[config.mk]
export PLATFORM = sky130hd
export DESIGN_NAME = pbp_queue
export DESIGN_NICKNAME = d
export VERILOG_FILES = /design/src/pbp_queue.sv
export SDC_FILE = /design/constraint.sdc
export NUM_CORES = 1
export LEC_CHECK = 0
export ABC_AREA = 0
export BUFFER_PORTS_ARGS = -buffer_cell sky130_fd_sc_hd__buf_2
export CAP_MARGIN = 20
export CORE_ASPECT_RATIO = 0.8
export CORE_UTILIZATION = 32
export DETAILED_ROUTE_END_ITERATION = 10
export GPL_ROUTABILITY_DRIVEN = 0
export PLACE_DENSITY_LB_ADDON = 0.05
export SLEW_MARGIN = 40
export SYNTH_ARGS = -nofsm -noshare
export SYNTH_HDL_FRONTEND = slang
export SYNTH_SLANG_ARGS = --single-unit
[constraint.sdc]
create_clock -name clk_i -period 3.3 [get_ports clk_i]
set_input_delay 0.165 -clock clk_i [delete_from_list [all_inputs] [get_ports clk_i]]
set_output_delay 0.165 -clock clk_i [all_outputs]
set_load 0.01 [all_outputs]
[src/pbp_queue.sv]
// ----------------------------------------------------------------------------
// pbp_queue
// Small register queue for requests or results.
// ----------------------------------------------------------------------------
module pbp_queue #(
  parameter int unsigned Width = 8,
  parameter int unsigned Depth = 2
) (
  input  logic             clk_i,
  input  logic             rst_ni,
  input  logic             push_i,
  input  logic [Width-1:0] data_i,
  output logic             full_o,
  input  logic             pop_i,
  output logic [Width-1:0] data_o,
  output logic             empty_o
);
  localparam int unsigned AW = (Depth > 1) ? $clog2(Depth) : 1;

  logic [Width-1:0] mem_q [Depth];
  logic [AW-1:0]    wp_q, rp_q;
  logic [AW:0]      cnt_q;

  assign full_o  = (cnt_q == (AW+1)'(Depth));
  assign empty_o = (cnt_q == '0);
  assign data_o  = mem_q[rp_q];

  always_ff @(posedge clk_i or negedge rst_ni) begin
    if (!rst_ni) begin
      wp_q  <= '0;
      rp_q  <= '0;
      cnt_q <= '0;
    end else begin
      if (push_i && !full_o) begin
        wp_q <= (wp_q == AW'(Depth-1)) ? '0 : wp_q + 1'b1;
      end
      if (pop_i && !empty_o) begin
        rp_q <= (rp_q == AW'(Depth-1)) ? '0 : rp_q + 1'b1;
      end
      cnt_q <= cnt_q + (AW+1)'(push_i && !full_o) - (AW+1)'(pop_i && !empty_o);
    end
  end

  always_ff @(posedge clk_i) begin
    if (push_i && !full_o) mem_q[wp_q] <= data_i;
  end
endmodule

**After elaboration in Yosys (flattened, before gate mapping)**

Memory sizes are Yosys's and may differ from the RTL's.
Index checks and enable logic that the tools add are counted.

- Memories kept: 1
- Flip-flop bits (word level): 4
- Bits in latches: 0
- Bits in read-only memories: 0
- RAM bits: 16
- Output and inout bits: 10
- Input bits: 12

Memory list:

| memory | words | width | rd ports | clocked after Yosys merged registers in | write ports | RTL line | source |
|---|---|---|---|---|---|---|---|
| mem_q | 2 | 8 | 1 | 0 | 1 | 20 | `logic [Width-1:0] mem_q [Depth];` |

- Multiplexer cells: 4
- $mul: 0
- Add/subtract/negate cells: 4
- Eq/ne operators: 1
- Shifts and indexed selects: 0
- Bitwise logic cells: 0
- Magnitude comparators: 0
- Reductions and logical operators: 5
- Divide/modulo/power cells: 0

Operators by type and width:

| cell | count |
|---|---|
| 2-to-1 mux 1 bit | 4 |
| adder 1 bit (second input constant) | 2 |
| adder 2 x 1 -> 2 bit | 1 |
| == test 2 bit (second input constant) | 1 |
| logical AND 1 bit | 2 |
| zero test 1 bit | 2 |
| zero test 2 bit | 1 |
| subtractor 2 x 1 -> 2 bit | 1 |

**Logic depth before layout (Yosys ltp)**

- Word-level depth: 5
- Depth in mapped cells: 7
- Gate-level depth less buffers: 7

**Worst setup path before layout**

OpenSTA, ideal clock, no wires.

- Kind: register to register
- Start point: reg cnt_q[0]
- End point: reg cnt_q[1]
- Cell stages (with the launch flop): 8
- Data required time: 3.177 ns
- Buffers on the path: 0
- Setup slack: 1.825 ns
- Data arrival time: 1.352 ns
- Cells stage by stage: dfrtp_1 > nor2_2 > nor2b_2 > ha_1 > inv_1 > ha_1 > xnor2_1 > xnor2_1

RTL lines:

| element | RTL line | source |
|---|---|---|
| start, declared | 22 | `logic [AW:0] cnt_q;` |
| start signal, assigned | 40 | `cnt_q <= cnt_q + (AW+1)'(push_i && !full_o) - (AW+1)'(pop_i && !empty_o);` |
| zero test 2 bit | 25 | `assign empty_o = (cnt_q == '0);` |
| net empty_o | 16 | `output logic empty_o` |
| zero test 1 bit | 40 |  |
| logical AND 1 bit | 40 |  |
| subtractor 2 x 1 -> 2 bit | 40 |  |

The timed path passes the listed nets, and every way through them passes these cells.
A chain may end at the register's enable or synchronous reset.

**Worst setup path after layout**

- Start point: reg cnt_q[0]
- End point: mem mem_q[0][0], enable pin

- Word-level cells in the longest chain between the ends: 5

RTL lines:

| element | RTL line | source |
|---|---|---|
| == test 2 bit | 24 | `assign full_o = (cnt_q == (AW+1)'(Depth));` |
| zero test 1 bit | 45 | `if (push_i && !full_o) mem_q[wp_q] <= data_i;` |
| logical AND 1 bit | 45 |  |
| 2-to-1 mux 1 bit | 45 |  |
| 2-to-1 mux 1 bit (not written as such) | 45 |  |
| end, declared | 20 |  |

No other way between the ends.

==> impl_metrics.py <==
metrics = {
    "status": {
        "run_status": "completed",
    },
    "timing": {
        "finalHoldWorstSlack_ns": 0.0483,
        "layout_min_cycle_time_ns": 1.58,
        "setup_total_negative_slack_ns": 0,
        "finClkSkew_ns": 0.000939,
        "finalSetupViolCount": 0,
        "least_margin_pin_slew_ns": 0.717,
        "max_freq_ghz": 0.633,
        "min_period_over_period_pct": 47.9,
        "setup_repair_after_global_routing_missed_its_margin": "no",
        "setup_ws_ns": 1.72,
        "number_of_hold_violations_in_the_final_report": 0,
        "maxSlewHeadroom_pct": 52.0,
        "slew_viol_final": 0,
    },
    "setup_path": {
        "critical_path.startpoint_type": "flop",
        "critPathRequiredTime_ns": 3.24,
        "endpoint_type_of_the_worst_setup_path": "flop",
        "cp.arrival_ns": 1.52,
        "critical_path_class": "reg -> reg",
        "critical_path.max_fanout": 8,
    },
    "cts": {
        "cts.reportedPaths.clkPinSlew_ns": 0.11,
        "clock_insertion_delay_worst_skew_ns": 0.30,
        "post-cts-setup-buffers": 0,
        "tritoncts": "yes",
        "tritoncts.num_buffers": 3,
        "cts_max_path_buffers": 2,
        "ctsRootBufferMaster": "clkbuf_4",
        "clock_tree.htree_level_count": 1,
        "clock_sink_count": 20,
    },
    "logic_synthesis": {
        "avg_cell_area_syn_um2": 18.2,
        "netlist_instances": 43,
        "synthDistinctLibCells": 14,
        "synth-main-ff-cell": "edfxtp_1",
        "post_synth_instance_area_um2": 785,
        "synth.net_count": 57,
        "ys_async_sr_fraction_pct": 20.0,
        "count_of_state_elements_after_synthesis": 20,
        "synth.yosys.seq_area_share_pct": 74.0,
        "yosys_warnings": 0,
        "synth-edff-count": 16,
    },
    "grt": {
        "globalRoute.totalOverflow": 0,
        "number_of_global_route_vias_before_repair": 386,
        "grt_start_max_net_pins": 12,
        "grt_first_pass_wirelength_um": 1790,
        "grt_usage_pct": 9.89,
        "antenna_violations_before_repair": 0,
    },
    "routing": {
        "violation_count_after_the_first_detailed_route_iteration": 7,
        "detailedRoute.firstPassIterationCount": 3,
        "number_of_nets_with_antenna_violations_after_routing": 0,
        "drt-vias-per-instance": 4.38,
        "route.final.wire_length_um": 1130,
        "route.vias.total": 407,
        "wl_per_cell_um": 12.1,
        "drc": 0,
    },
    "hold_path": {
        "hp-class": "in -> reg",
    },
    "placement": {
        "place_worst_setup_slack_ns": 1.69,
        "buffer_ports.inserted": 21,
        "post-dp-hpwl_um": 829,
    },
    "finish": {
        "final_core_utilization_pct": 42.4,
        "layout.nets": 83,
        "post_route_cells_drive_above_1_share_pct": 50.0,
        "insertedDiodeCount": 0,
        "fill_cells": 206,
        "area_growth_syn_to_layout_pct": 20.6,
    },
    "flow_run": {
        "maxCapViolCount": 0,
    },
    "floorplanning": {
        "die_w_um": 57.4,
        "fp.coreArea_mm2": 0.00223,
        "design.portCount": 22,
        "total_die_area_mm2": 0.00265,
        "floorplan.rows": 15,
        "die_height_um": 46.3,
        "floorplan.initialDensity_pct": 35.1,
    },
    "power": {
        "design_power_total_mw": 0.777,
        "powerDensity_mw_per_mm2": 822,
        "total_leakage_power_nw": 0.388,
        "power.ir.vdd_worst_mv": 0.336,
    },
}
power breakdown:
group	switching [mW]	internal, mW
Clock	0.0716	0.0441
Combinational	0.127	0.135
Sequential	0.0466	0.353
Total	0.245	0.532
Yosys cell counts (all sizes together) (2+ instances only):
cell type | number | area share (%)
dfrtp | 4 | 13
xnor2 | 3 | 3.3
mux2 | 8 | 11
nor2 | 2 | 1.3
ha | 2 | 3.2
inv | 2 | 0.96
edfxtp | 16 | 61
worst max-delay path, stage by stage (launching register included):
cell,delay (ns)
dfrtp_1,0.39
nand2b_1,0.15
nand2_1,0.11
nor2_1,0.57
flip-flops by register name, indices dropped and copies added (netlist names):
name   flops
cnt_q      2
mem_q     16
rp_q       1
wp_q       1
stage by stage:
step	area, um^2	instances
3_3_place_gp	910	88
6_report	946	93
3_5_place_dp	910	88
2_1_floorplan	785	43
4_1_cts	946	93
5_1_grt	946	93
area by class of cell:
type,instances,area (um^2),area share (%)
clock inverter,1,3.75,0.397
clock buffer,3,22.5,2.38
multi-input combinational,20,185,19.6
tap,25,31.3,3.31
inverter,2,7.51,0.794
timing repair buffer,22,115,12.2
sequential,20,581,61.4
layout by cell type (no fill, tap or decap):
cell type / synthesis / routed
and3_1: 1 / 1
buf_2: 0 / 21
clkbuf_4: 0 / 3
clkinv_1: 0 / 1
dfrtp_1: 4 / 4
dlygate4sd3_1: 0 / 1
edfxtp_1: 16 / 16
ha_1: 2 / 2
inv_1: 2 / 2
mux2_2: 8 / 8
nand2_1: 1 / 1
nand2b_1: 1 / 1
nor2_1: 1 / 1
nor2_2: 1 / 1
nor2b_2: 1 / 1
xnor2_1: 3 / 3
xor2_1: 1 / 1
kinds of logic after synthesis:
family,Yosys count,share of synthesized area [%]
fa+ha+maj,2,3.19
flops,20,74.0
buf+inv,3,2.39
simple gates,6,4.47
xor+xnor,4,4.47
mux,8,11.5
repair_timing:
item / CTS / global route
hold buffers: 1 / 0
resized for setup: 0 / 0
setup endpoints to repair: 0 / 0
hold endpoints to repair: 4 / 0
worst paths after layout:
| path | start | end | slack, ns | depth (start not counted) |
|---|---|---|---|---|
| max in group asynchronous | rst_ni | wp_q | 2.98 | 2 |
| hold reg to reg | wp_q | wp_q | 0.50 | 1 |
| min in group asynchronous | rst_ni | cnt_q[1] | 0.20 | 2 |
| setup reg to reg | cnt_q[0] | mem_q[0][0] | 1.72 | 3 |
| setup / recovery | cnt_q[0] | mem_q[0][0] | 1.72 | 3 |
| hold / removal | data_i[2] | mem_q[0][2] | 0.05 | 1 |
routing by layer:
layer / routed length [um] / global-route usage (%) / vias to the layer above
met4: 0 / 1.46 / 0
met1: 490 / 11.8 / 186
met5: 0 / 0 / -
met3: 71 / 5.90 / 0
met2: 567 / 15.8 / 13
li1: - / - / 208
No activity file was read; power rests on OpenSTA's default activity.
